`src/rtl/core/mamp_pkg.sv`:
```
// ----------------------------------------------------------------------------
// mamp_pkg
// Shared widths and transaction types for the moving-average motion profiler.
// ----------------------------------------------------------------------------
`default_nettype none

package mamp_pkg;

  localparam int MAX_WINDOW = 1024;
  localparam int WIN_W      = 11;
  localparam int PTR_W      = $clog2(MAX_WINDOW);
  localparam int POS_W      = 32;
  localparam int STEP_W     = POS_W + 1;
  localparam int NUM_W      = STEP_W + 1;
  localparam int ACC_W      = 40;
  localparam int SUM_W      = ACC_W + 1;
  localparam int CNT_W      = $clog2(NUM_W + 1);

  localparam logic [WIN_W-1:0] WIN_RESET = WIN_W'(10);
  localparam logic [WIN_W-1:0] WIN_MAX   = WIN_W'(MAX_WINDOW);

  typedef struct packed {
    logic                    start_req;
    logic                    has_sample;
    logic signed [POS_W-1:0] target_position;
  } in_t;

  typedef struct packed {
    logic signed [POS_W-1:0] profiled_position;
    logic signed [ACC_W-1:0] filtered_step;
    logic                    saturated;
  } out_t;

  typedef struct packed {
    logic                    start;
    logic signed [NUM_W-1:0] numer;
    logic [WIN_W-1:0]        denom;
  } div_req_t;

  typedef struct packed {
    logic                    done;
    logic signed [NUM_W-1:0] quot;
  } div_rsp_t;

endpackage

`default_nettype wire

```
`src/rtl/core/mamp_div.sv`:
```
// ----------------------------------------------------------------------------
// mamp_div
// Serial signed divider, one quotient bit per cycle, truncates toward zero.
// ----------------------------------------------------------------------------
`default_nettype none

module mamp_div (
  input  wire logic               clk,
  input  wire logic               rst_n,
  input  wire mamp_pkg::div_req_t req,
  output mamp_pkg::div_rsp_t      rsp
);

  logic                              busy_r;
  logic                              neg_r;
  logic [mamp_pkg::CNT_W-1:0]        cnt_r;
  logic [mamp_pkg::NUM_W-1:0]        dvd_r;
  logic [mamp_pkg::WIN_W-1:0]        den_r;
  logic [mamp_pkg::WIN_W-1:0]        rem_r;
  logic                              done_r;
  logic signed [mamp_pkg::NUM_W-1:0] quot_r;

  logic [mamp_pkg::WIN_W:0]   rem_sh;
  logic                       ge;
  logic [mamp_pkg::WIN_W:0]   rem_sub;
  logic [mamp_pkg::NUM_W-1:0] mag;

  assign rem_sh  = {rem_r, dvd_r[mamp_pkg::NUM_W-1]};
  assign ge      = rem_sh >= {1'b0, den_r};
  assign rem_sub = rem_sh - {1'b0, den_r};
  assign mag     = req.numer[mamp_pkg::NUM_W-1] ? -req.numer : req.numer;

  always_ff @(posedge clk) begin
    if (!rst_n) begin
      busy_r <= 1'b0;
      done_r <= 1'b0;
      cnt_r  <= '0;
    end else begin
      done_r <= 1'b0;
      if (req.start) begin
        busy_r <= 1'b1;
        neg_r  <= req.numer[mamp_pkg::NUM_W-1];
        dvd_r  <= mag;
        den_r  <= req.denom;
        rem_r  <= '0;
        cnt_r  <= mamp_pkg::CNT_W'(mamp_pkg::NUM_W);
      end else if (busy_r) begin
        if (cnt_r == '0) begin
          busy_r <= 1'b0;
          done_r <= 1'b1;
          quot_r <= neg_r ? -$signed(dvd_r) : $signed(dvd_r);
        end else begin
          cnt_r <= cnt_r - 1'b1;
          rem_r <= ge ? rem_sub[mamp_pkg::WIN_W-1:0] : rem_sh[mamp_pkg::WIN_W-1:0];
          dvd_r <= {dvd_r[mamp_pkg::NUM_W-2:0], ge};
        end
      end
    end
  end

  assign rsp.done = done_r;
  assign rsp.quot = quot_r;

endmodule

`default_nettype wire

```
`config.mk`:
```
export PLATFORM = sky130hd
export DESIGN_NAME = mamp_div
export DESIGN_NICKNAME = d
export VERILOG_FILES = /design/src/rtl/core/mamp_pkg.sv /design/src/rtl/core/mamp_div.sv
export SDC_FILE = /design/constraint.sdc
export NUM_CORES = 1
export LEC_CHECK = 0
export ABC_AREA = 1
export BUFFER_PORTS_ARGS = -buffer_cell sky130_fd_sc_hd__clkbuf_2
export CAP_MARGIN = 15
export CELL_PAD_IN_SITES_DETAIL_PLACEMENT = 0
export CELL_PAD_IN_SITES_GLOBAL_PLACEMENT = 1
export CORE_MARGIN = 3
export CORE_UTILIZATION = 43
export DETAILED_ROUTE_END_ITERATION = 7
export GPL_TIMING_DRIVEN = 0
export PLACE_DENSITY = 0.78
export SYNTH_ARGS = -nofsm -noshare
export SYNTH_HDL_FRONTEND = slang
export SYNTH_SLANG_ARGS = --single-unit
export TNS_END_PERCENT = 20
```
`constraint.sdc`:
```
create_clock -name clk -period 5.1 [get_ports clk]
set_input_delay 0.255 -clock clk [delete_from_list [all_inputs] [get_ports clk]]
set_output_delay 0.255 -clock clk [all_outputs]
set_load 0.02 [all_outputs]
```
# Yosys cells after proc, flatten, opt, wreduce, memory -nomap -nowiden
# Cells that the tools add are included.
op_classes:
  addsub: 4
  n_lt_le_gt_ge: 1
  eq_ne: 1
  muxes: 15
  bitwise_logic: 4
  n_reduce_logical: 9
ops:
  columns: ["cell", "count"]
  rows:
  - ["two-way mux 34 bit", 5]
  - ["negator 34 bit", 2]
  - ["two-way mux 11 bit", 3]
  - ["two-way mux 6 bit", 3]
  - ["greater-or-equal comparator 12 x 11 -> 1 bit", 1]
  - ["subtractor 11 bit", 1]
  - ["logical NOT 6 bit", 1]
  - ["AND reduction 2 bit", 3]
  - ["subtractor 6 x 1 -> 6 bit, second input constant", 1]
  - ["two-way mux 1 bit", 4]
  - ["NOT 1 bit", 4]
  - ["AND reduction 4 bit", 1]
  - ["AND reduction 3 bit", 1]
  - ["OR reduction 3 bit", 1]
  - ["inequality test 2 bit, second input constant", 1]
  - ["nonzero test 2 bit", 1]
  - ["OR reduction 2 bit", 1]
word_totals:
  regBits: 99
  inputBits: 48
  elab_cells: 43

# Depth between registers and ports, before layout
# Gate-level depths: netlist (run 1).
depth:
  word_depth: 4
  mapped_depth: 12

# Worst setup path after synthesis (run 1)
# OpenSTA, ideal clock, no wires.
synth_path:
  kind: "flip-flop to flip-flop"
  start: "register cnt_r[0] (netlist bit)"
  end: "register dvd_r[0] (netlist bit), enable pin"
  t_arrival_ps: 3057
  t_required_ps: 4638
  slack_ps: 1581
  stages_incl_launch_ff: 6
  n_path_buf: 0
  cell_sequence: "dfxtp_1 > inv_1 > ha_1 > nand4_1 > nand2_1 > a21oi_1"
synth_via:
  elab_chain_len: 3
synth_rtl:
  columns: ["element", "line", "text"]
  rows:
  - ["start: declaration", "mamp_div.sv:16", "logic [mamp_pkg::CNT_W-1:0] cnt_r;"]
  - ["start signal: assignment", "mamp_div.sv:46", "cnt_r <= mamp_pkg::CNT_W'(mamp_pkg::NUM_W);"]
  - ["start signal: assignment", "mamp_div.sv:53", "cnt_r <= cnt_r - 1'b1;"]
  - ["logical NOT 6 bit", "mamp_div.sv:48", "if (cnt_r == '0) begin"]
  - ["inequality test 2 bit (no source line)", null, null]
  - ["AND reduction 3 bit (no source line)", null, null]
  - ["end signal: assignment", "mamp_div.sv:43", "dvd_r <= mag;"]
  - ["end signal: assignment", "mamp_div.sv:55", "dvd_r <= {dvd_r[mamp_pkg::NUM_W-2:0], ge};"]
  - ["end: declaration", "mamp_div.sv:17", "logic [mamp_pkg::NUM_W-1:0] dvd_r;"]
# Every way passes these cells.
# A chain may end at the register's enable or synchronous reset.

# Worst setup path in the final report (run 1)
layout_path:
  start: "register dvd_r[33] (netlist bit)"
  end: "register rem_r[9] (netlist bit), data pin"
layout_via:
  elab_chain_len: 4
  word_cells_on_any_way: 5
  classes_between: "1 x add/sub; 1 x order compare; 3 x mux"
layout_rtl:
  columns: ["element", "line", "text"]
  rows:
  - ["subtractor 11 bit / greater-or-equal comparator 12 x 11 -> 1 bit (equally long branches)", "mamp_div.sv:30, mamp_div.sv:29", null]
  - ["two-way mux 11 bit (*)", "mamp_div.sv:54", "rem_r <= ge ? rem_sub[mamp_pkg::WIN_W-1:0] : rem_sh[mamp_pkg::WIN_W-1:0];"]
  - ["two-way mux 11 bit (*)", "mamp_div.sv:48", null]
  - ["two-way mux 11 bit (*)", "mamp_div.sv:47", "end else if (busy_r) begin"]
  - ["end signal: assignment", "mamp_div.sv:54", null]
  - ["end: declaration", "mamp_div.sv:19", "logic [mamp_pkg::WIN_W-1:0] rem_r;"]
# Mark *: on every way between the ends. The rest lies on a longest branch, timed or not. The select of a mux whose other input is x is not followed.

==> results.cfg, run 1 <==
[setup_path]
path_buf_inv = 3
worstPathCellList = inv_1, ha_1, fa_1, inv_1, nand3_1, nand3_1, nand3_2, nand3_4, inv_6, nor2_2, nor2_1
cp_max_fo = 9
cp_top_family = simple AND/OR/NAND/NOR gates
r2r_cells = 11
critPathKind = flip-flop to flip-flop
critPathCaptureType = flip-flop
critPathLaunchType = flip-flop
path_depth = 11
rrSetupSlack_ps = 2620
cpPeakStageDelay_ps = 410
critPathSlowestCell = fa_1
rr_startpoint = dvd_r[33]$_DFFE_PP_
r2r-end = rem_r[9]$_SDFFCE_PP0P_
crit_start = dvd_r[33]$_DFFE_PP_
crit_required_ps = 5220
worstPathArrival_ps = 2600
crit_end = rem_r[9]$_SDFFCE_PP0P_

[power_and_ir_drop]
leakagePower_nw = 3.241
ir_drop_mv = 0.1528
p_total_mw = 2.109
power_density_mw_per_mm2 = 285.2

[placement]
dp.cells = 1073
post-dp-hpwl_um = 13110
io_buffers = 81
gp_congestion = 0.8851

[final_layout]
area_growth_pct = 15.40
fin_util = 0.5208
drive_above_1_share = 0.1507
diodes = 0
final_nets = 968
layout.cells.non_filler = 1089

[clock_tree]
clk_latency_ps = 360
clk_path_buf_depth = 2
cts.sinks = 99
post_cts_buffers = 0
clk_pin_slew_ps = 70
cts_buffers = 9
cts_root_buffer = clkbuf_16
holdBufCountCts = 0
ctsResizeCount = 0
cts_tree = yes
cts_htree_levels = 3

[synth]
synth_flop_cell = edfxtp_1
yosysTopAreaCellShare = 0.4263
synthCells = 811
synth_edf_count = 91
synth_top_area_cell = edfxtp_1
yosysWarnings = 0
ys_seq_area_frac = 0.4513
synth.cell_area_mm2 = 0.006410
synth_area_per_cell_um2 = 7.904
synth_nets = 875
ys_types = 42
synth.area.top_cells = edfxtp_1, nand2_1, nor2_1
synth-async-reset-ratio = 0
ys_seq_elements = 99

[floorplan]
initial_core_util = 0.4513
ios = 83
die_area_mm2 = 0.01641
rows = 43
core_mm2 = 0.01420
die_h_um = 128.1
die_x_um = 128.1

[detailed_routing]
ant_nets = 0
vias = 5544
wirelength_um = 16240
routedWlPerCell_um = 14.91
route.detailed.drc = 0
viasPerCell = 5.091
drt_pass1_iterations = 5
drt-initial-drc-count = 498

[grt]
gr-total-overflow = 0
grt.total_usage = 0.2030
grt_pass1_vias = 5240
grt_start_max_net_pins = 35
antenna_found_initial = 0
grt_pass1_wl_um = 26360

[flow_run]
maxCapViolCount = 0

[sta]
finalSetupViolations = 0
rsz0062_at_grt = false
drv_slew = 0
final.min_clock_period_ps = 2480
fin_crit_sh = 0.4863
finClkSkew_ps = 12.11
fmax_mhz = 403.2
tightest_slew_ps = 946.4
slew_headroom = 0.3676
hold_viol = 0
fin_tns_setup_ps = 0
fin_hold_ws_ps = 72.43

[outcome]
outcome = completed

[worst_hold_path]
worstHoldPathType = input port to flip-flop
hold_path_startpoint = req[4]
==> layer usage <==
| layer | share of wire | global-route usage | up-vias |
|---|---|---|---|
| met5 | 0 | 0 | - |
| met4 | 0.019 | 0.07366 | 0 |
| met3 | 0.045 | 0.02417 | 18 |
| met2 | 0.42 | 0.2991 | 147 |
| met1 | 0.52 | 0.3063 | 2521 |
| li1 | - | - | 2858 |
==> worst min path at each step <==
| stage | end | slack, ps | depth (start not counted) |
|---|---|---|---|
| 3_5_place_dp | den_r[10]$_DFFE_PP_ | 430 | 1 |
| 5_1_grt | den_r[0]$_DFFE_PP_ | 70 | 1 |
| 6_report | den_r[4]$_DFFE_PP_ | 70 | 1 |
| 3_3_place_gp | den_r[1]$_DFFE_PP_ | 430 | 1 |
| 4_1_cts | den_r[4]$_DFFE_PP_ | 60 | 1 |
| 2_1_floorplan | cnt_r[5]$_SDFFE_PN0N_ | 350 | 2 |
==> metrics by stage <==
stage | instance area [um2] | setup WS (ps)
after global routing | 7397 | 2486
final | 7397 | 2620
after detailed placement | 7087 | 2615
after global placement | 7041 | 335.6
after floorplan | 6410 | 1581
after CTS | 7397 | 2620
==> registers in the layout, summed over array words and instances, names as in the netlist <==
| name | cells |
|---|---|
| dvd_r | 34 |
| quot_r | 34 |
| den_r | 11 |
| rem_r | 11 |
| cnt_r | 6 |
| busy_r | 1 |
| done_r | 1 |
| neg_r | 1 |
==> Yosys cell counts, types with 2 or more instances <==
cell type	n
nand2_2	4
a31oi_1	2
a21boi_0	3
nand3_1	73
nand2_1	207
xor2_1	36
buf_2	4
edfxtp_1	91
a21oi_1	14
nor2_1	112
nand3b_1	3
o21ai_0	45
nor4_1	2
ha_1	15
nand3_2	2
inv_2	4
xnor2_1	12
a21o_1	2
o21ai_1	3
nand4_1	28
dfxtp_1	8
o21ai_2	3
nor2_2	14
inv_1	97
clkbuf_1	10
==> layout by cell type (no fill, tap or decap), types with 3 or more instances in the layout <==
cell,n
nand2_1,207
nor2_1,111
inv_1,97
edfxtp_1,91
clkbuf_2,81
nand3_1,73
o21ai_0,45
xor2_1,36
nand4_1,28
ha_1,15
nor2_2,14
a21oi_1,13
clkbuf_1,12
xnor2_1,12
clkbuf_16,11
dfxtp_1,8
buf_2,4
inv_2,4
nand2_2,4
o21ai_1,3
a21boi_0,3
o21ai_2,3
nand3b_1,3
==> area by class of cell <==
type | count | area [um2]
Sequential cell | 99 | 2893
Clock buffer | 14 | 296.5
Multi-Input combinational cell | 592 | 3062
Fill cell | 1440 | 6807
Tap cell | 180 | 225.2
Buffer | 17 | 82.58
Clock inverter | 2 | 13.76
Timing Repair Buffer | 82 | 432.9
Inverter | 103 | 391.6
==> kinds of logic (layout without fill, tap and decap cells) <==
family,after synthesis,count (layout),synth area share
and+or+nand+nor,451,451,0.3092
xor gates and xnor gates,48,48,0.06559
AOI/OAI and AO/OA,77,77,0.06754
DFF,99,99,0.4513
buffers and inverters,120,218,0.07398
adders and majority gates,16,16,0.03240
==> power by group <==
| group | total (mW) | internal [mW] | switching, mW | leakage (nW) |
|---|---|---|---|---|
| registers | 0.985 | 0.952 | 0.0333 | 0.917 |
| clock network | 0.694 | 0.405 | 0.289 | 0.154 |
| logic | 0.430 | 0.151 | 0.279 | 2.17 |
| total | 2.11 | 1.51 | 0.601 | 3.24 |
(Power assumes the default switching activity.)
==> inputs of run 2 (changes only) <==
--- a/config.mk
+++ b/config.mk
@@ -11,10 +11,10 @@
 export CELL_PAD_IN_SITES_DETAIL_PLACEMENT = 0
 export CELL_PAD_IN_SITES_GLOBAL_PLACEMENT = 1
 export CORE_MARGIN = 3
-export CORE_UTILIZATION = 43
+export CORE_UTILIZATION = 39
 export DETAILED_ROUTE_END_ITERATION = 7
 export GPL_TIMING_DRIVEN = 0
-export PLACE_DENSITY = 0.78
+export PLACE_DENSITY = 0.75
 export SYNTH_ARGS = -nofsm -noshare
 export SYNTH_HDL_FRONTEND = slang
 export SYNTH_SLANG_ARGS = --single-unit
==> constraint.sdc (replaced) <==
create_clock -name clk -period 2.1 [get_ports clk]
set_input_delay 0.105 -clock clk [delete_from_list [all_inputs] [get_ports clk]]
set_output_delay 0.105 -clock clk [all_outputs]
set_load 0.02 [all_outputs]
==> run 2 against run 1 <==
Wire length increased by 4.0%; non-clock buffer count increased by 24; critical path depth unchanged; worst setup slack got worse by 2600 ps; cell count increased by 5.6%; die area increased by 9.8%; combinational power increased to 2.7 times the previous value; largest cell class unchanged; largest power group unchanged; highest routed layer unchanged.
==> results.cfg, run 2 (synthesized netlist as in run 1, its figures left out) <==
[grt]
grtUsageMet1 = 0.2850
antenna_found_initial = 0
grtUsageMet2 = 0.2690
grt_start_max_net_pins = 35
grt_pass1_wl_um = 26380
gr-total-overflow = 0
grt_pass1_vias = 5084
grt.total_usage = 0.1855
grt.met3_usage = 0.02738
top_usage_layer = met1

[floorplan]
initial_core_util = 0.4006
die_h_um = 134.2
die_area_mm2 = 0.01801
rows = 46
ios = 83
core_mm2 = 0.01600
die_x_um = 134.2

[clock_tree]
cts_root_buffer = clkbuf_16
cts_tree = yes
cts.sinks = 99
cts_htree_levels = 3
clk_pin_slew_ps = 70
clk_path_buf_depth = 2
cts_buffers = 9
clk_latency_ps = 360

[setup_path]
critPathCaptureType = flip-flop
critPathLaunchType = flip-flop
cp_max_fo = 9
critPathKind = flip-flop to flip-flop
crit_required_ps = 2220
worstPathArrival_ps = 2160

[sta]
rsz0062_at_grt = true
finClkSkew_ps = 10.70
slew_headroom = 0.5986
final.min_clock_period_ps = 2039
hold_viol = 0
fin_tns_setup_ps = 0
fmax_mhz = 490.4
finalSetupViolations = 0
drv_slew = 0
tightest_slew_ps = 602.2
fin_ws_ps = 60.85
fin_hold_ws_ps = 17.80
fin_crit_sh = 0.9710

[placement]
io_buffers = 81
post-dp-hpwl_um = 12850
gp_congestion = 0.8143
dp.cells = 1109
place_area_mm2 = 0.007127
place_ws_ps = -332.8

[final_layout]
final_cell_mix = nand2_1, nor2_1, inv_1
largestRegisters = dvd_r x34, quot_r x34
layout.cells.non_filler = 1150
final_nets = 993
final_common_cell = nand2_1
final_area_mm2 = 0.007815
drive_above_1_share = 0.1756
area_growth_pct = 21.92
diodes = 0

[detailed_routing]
viasPerCell = 4.843
wirelength_um = 16880
vias = 5569
routedWlPerCell_um = 14.68
route.detailed.drc = 0
drt-initial-drc-count = 427
drt_pass1_iterations = 4
ant_nets = 0

[worst_hold_path]
worstHoldPathType = input port to flip-flop

[flow_run]
maxCapViolCount = 0

[outcome]
outcome = completed

[power_and_ir_drop]
ir_drop_mv = 0.3704
leakagePower_nw = 3.373
power_density_mw_per_mm2 = 682.1
run 2: cell types whose count changed in the layout (fill, tap and decap cells not counted), sizes merged:
| cell | previous run | this run |
|---|---|---|
| buf | 7 | 19 |
| nor2 | 128 | 129 |
| dlygate4sd3 | 0 | 12 |
run 2: worst paths after layout:
path / startpoint / to / slack [ps] / depth (start not counted)
worst max-delay path: den_r[6]$_DFFE_PP_ / rem_r[4]$_SDFFCE_PP0P_ / 60 / 11
worst min-delay path: rst_n / cnt_r[1]$_SDFFE_PN0N_ / 20 / 3
worst max register to register: den_r[6]$_DFFE_PP_ / rem_r[4]$_SDFFCE_PP0P_ / 60 / 11
worst min register to register: dvd_r[0]$_DFFE_PP_ / quot_r[0]$_DFFE_PP_ / 450 / 0
run 2: area by class of cell:
type | count | area (um2)
Buffer | 17 | 82.58
Clock buffer | 14 | 317.8
Timing Repair Buffer | 106 | 651.9
Multi-Input combinational cell | 593 | 3188
Fill cell | 1647 | 8185
Sequential cell | 99 | 2893
Clock inverter | 2 | 17.52
Inverter | 103 | 394.1
Tap cell | 216 | 270.3
run 2: layer usage:
metal | vias to the layer above | part of all wire
met3 | 18 | 0.044
met5 | - | 0
met1 | 2491 | 0.52
li1 | 2921 | -
met2 | 139 | 0.42
met4 | 0 | 0.016
run 2: timing repair:
| action | in CTS | in global routing |
|---|---|---|
| setup endpoints to repair | 71 | 46 |
| gates resized for setup | 8 | 12 |
| hold endpoints to repair | 12 | 0 |
| cloned | 0 | 1 |
| pin swaps | 4 | 4 |
| hold buffers | 12 | 0 |
| buffers inserted | 8 | 4 |
run 2: report_power, final:
group	leakage (nW)	internal, mW	switching [mW]	total (mW)
logic	2.29	0.435	0.710	1.15
registers	0.917	2.31	0.0847	2.40
clock network	0.165	1.06	0.730	1.79
total	3.37	3.81	1.53	5.33
run 2: critical path, stage by stage, from the launching register on:
cell and delay [ps]:
edfxtp_1 370, inv_1 130, ha_4 230, nand2_2 120, inv_2 60, a21oi_4 180, nor2_4 60, nor2_8 170
nand3_4 170, buf_4 180, nor2_1 80, nor2_1 50
run 2: through the flow:
stage / utilization / total power, mW
floorplan: - / 3.163
global placement: 0.4439 / 3.465
detailed placement: 0.4454 / 3.473
CTS: 0.4792 / 5.298
global route: 0.4884 / 5.602
finish: 0.4884 / 5.331
==> inputs of run 3 (changes only) <==
--- a/config.mk
+++ b/config.mk
@@ -15,7 +15,7 @@
 export DETAILED_ROUTE_END_ITERATION = 7
 export GPL_TIMING_DRIVEN = 0
 export PLACE_DENSITY = 0.75
+export RECOVER_POWER = 100
 export SYNTH_ARGS = -nofsm -noshare
 export SYNTH_HDL_FRONTEND = slang
 export SYNTH_SLANG_ARGS = --single-unit
-export TNS_END_PERCENT = 20
==> run 3 against run 2 <==
Fmax up 0.81%; final area down 0.62%; wire length about the same; largest cell class unchanged; count of clock-buffer cells in the layout unchanged; clock power about the same; critical endpoint is now rem_r[7]$_SDFFCE_PP0P_; utilization down 0.30 points; critical path depth down 2; non-clock buffer count up 3.
==> results.cfg, run 3 (synthesized netlist as in run 1, its figures left out) <==
[setup_path]
crit_required_ps = 2220
r2r_cells = 9
rr_startpoint = rem_r[7]$_SDFFCE_PP0P_
cp_max_fo = 8
rrSetupSlack_ps = 80
critPathKind = flip-flop to flip-flop
r2r-end = rem_r[7]$_SDFFCE_PP0P_
critPathCaptureType = flip-flop
critPathLaunchType = flip-flop
worstPathArrival_ps = 2140

[sta]
tightest_slew_ps = 596.3
fmax_mhz = 494.4
finalSetupViolations = 0
fin_tns_setup_ps = 0
final.min_clock_period_ps = 2023
hold_viol = 0
finClkSkew_ps = 11.07
drv_slew = 0
rsz0062_at_grt = true
slew_headroom = 0.6025
fin_crit_sh = 0.9632

[final_layout]
layout.cells.non_filler = 1153
diodes = 0
final_nets = 996
drive_above_1_share = 0.1259
final_area_mm2 = 0.007766
final_common_cell = nand2_1
largestRegisters = dvd_r x34, quot_r x34
area_growth_pct = 21.16
final_cell_mix = nand2_1, nor2_1, inv_1

[grt]
grt_pass1_vias = 5087
grt_pass1_wl_um = 26380
grt_start_max_net_pins = 35
antenna_found_initial = 0
gr-total-overflow = 0
grtUsageMet2 = 0.2690
grt.met3_usage = 0.02738
top_usage_layer = met1
grtUsageMet1 = 0.2850
grt.total_usage = 0.1855

[detailed_routing]
ant_nets = 0
viasPerCell = 4.812
drt-initial-drc-count = 373
wirelength_um = 16890
drt_pass1_iterations = 5
routedWlPerCell_um = 14.65
vias = 5548
route.detailed.drc = 0

[worst_hold_path]
worstHoldPathType = input port to flip-flop
hold_end = cnt_r[1]$_SDFFE_PN0N_
hold_path_startpoint = rst_n
holdPathStages = 3

[clock_tree]
cts.sinks = 99
clk_latency_ps = 360
cts_buffers = 9
cts_tree = yes
cts_root_buffer = clkbuf_16
clk_pin_slew_ps = 70
clk_path_buf_depth = 2
cts_htree_levels = 3

[power_and_ir_drop]
ir_drop_mv = 0.3712
leakagePower_nw = 3.263
power_density_mw_per_mm2 = 687.1

[floorplan]
core_mm2 = 0.01600
die_x_um = 134.2
ios = 83
die_area_mm2 = 0.01801
die_h_um = 134.2
initial_core_util = 0.4006
rows = 46

[flow_run]
maxCapViolCount = 0

[placement]
gp_congestion = 0.8143
dp.cells = 1109
io_buffers = 81
place_area_mm2 = 0.007127
post-dp-hpwl_um = 12850

[outcome]
outcome = completed
## run 3: area by class of cell
cell class	count	area [um2]
plain buffers	17	77.57
clock buffers	14	317.8
clock inverters	2	17.52
fillers	1667	8234
inverters	103	394.1
multi-input cells	593	3169
flip-flops and latches	99	2893
well taps	216	270.3
repair buffers	109	626.9
## run 3: worst max-delay path, cell delays in order, from the launching register on
cell and delay, ps:
edfxtp_1 430, ha_4 330, nand2_4 70, nor3_4 310
buf_6 150, nand3_4 120, nand3_4 180, inv_8 70
nor2_2 80, nor2_1 40
## run 3: layer usage
metal / wire length [um] / share of wire
met5: 0 / 0
met4: 266 / 0.016
met3: 716 / 0.042
met2: 7095 / 0.42
met1: 8814 / 0.52
## run 3: how the worst max path moves through the flow
| stage | end | startpoint | slack, ps |
|---|---|---|---|
| global route | rem_r[3]$_SDFFCE_PP0P_ | dvd_r[33]$_DFFE_PP_ | -30 |
| global placement | quot_r[23]$_DFFE_PP_ | cnt_r[0]$_SDFFE_PN0P_ | -470 |
| CTS | rem_r[7]$_SDFFCE_PP0P_ | rem_r[7]$_SDFFCE_PP0P_ | 20 |
| finish | rem_r[7]$_SDFFCE_PP0P_ | rem_r[7]$_SDFFCE_PP0P_ | 80 |
| floorplan | quot_r[0]$_DFFE_PP_ | cnt_r[0]$_SDFFE_PN0P_ | 9 |
| detailed placement | rem_r[7]$_SDFFCE_PP0P_ | dvd_r[33]$_DFFE_PP_ | -330 |
## run 3: power by group
| group | internal [mW] | switching, mW |
|---|---|---|
| combinational | 0.437 | 0.712 |
| clock | 1.06 | 0.732 |
| sequential | 2.31 | 0.0843 |
| total | 3.81 | 1.53 |
## run 3: timing repair
item,in CTS,in global routing
setup endpoints to repair,71,46
pin swaps,4,4
gates cloned,0,1
hold buffers,12,0
endpoints found under the hold margin,12,0
buffers inserted,8,7
resized for setup,8,12
## run 3: metrics by stage
step	hold slack, ps	power (mW)	util	setup WS [ps]
floorplan	202.6	3.163	-	9.431
global placement	282.7	3.465	0.4439	-474.2
detailed placement	283.6	3.473	0.4454	-332.8
CTS	18.10	5.298	0.4792	23.49
global route	44.94	5.606	0.4854	-25.46
finish	23.37	5.336	0.4854	77.19
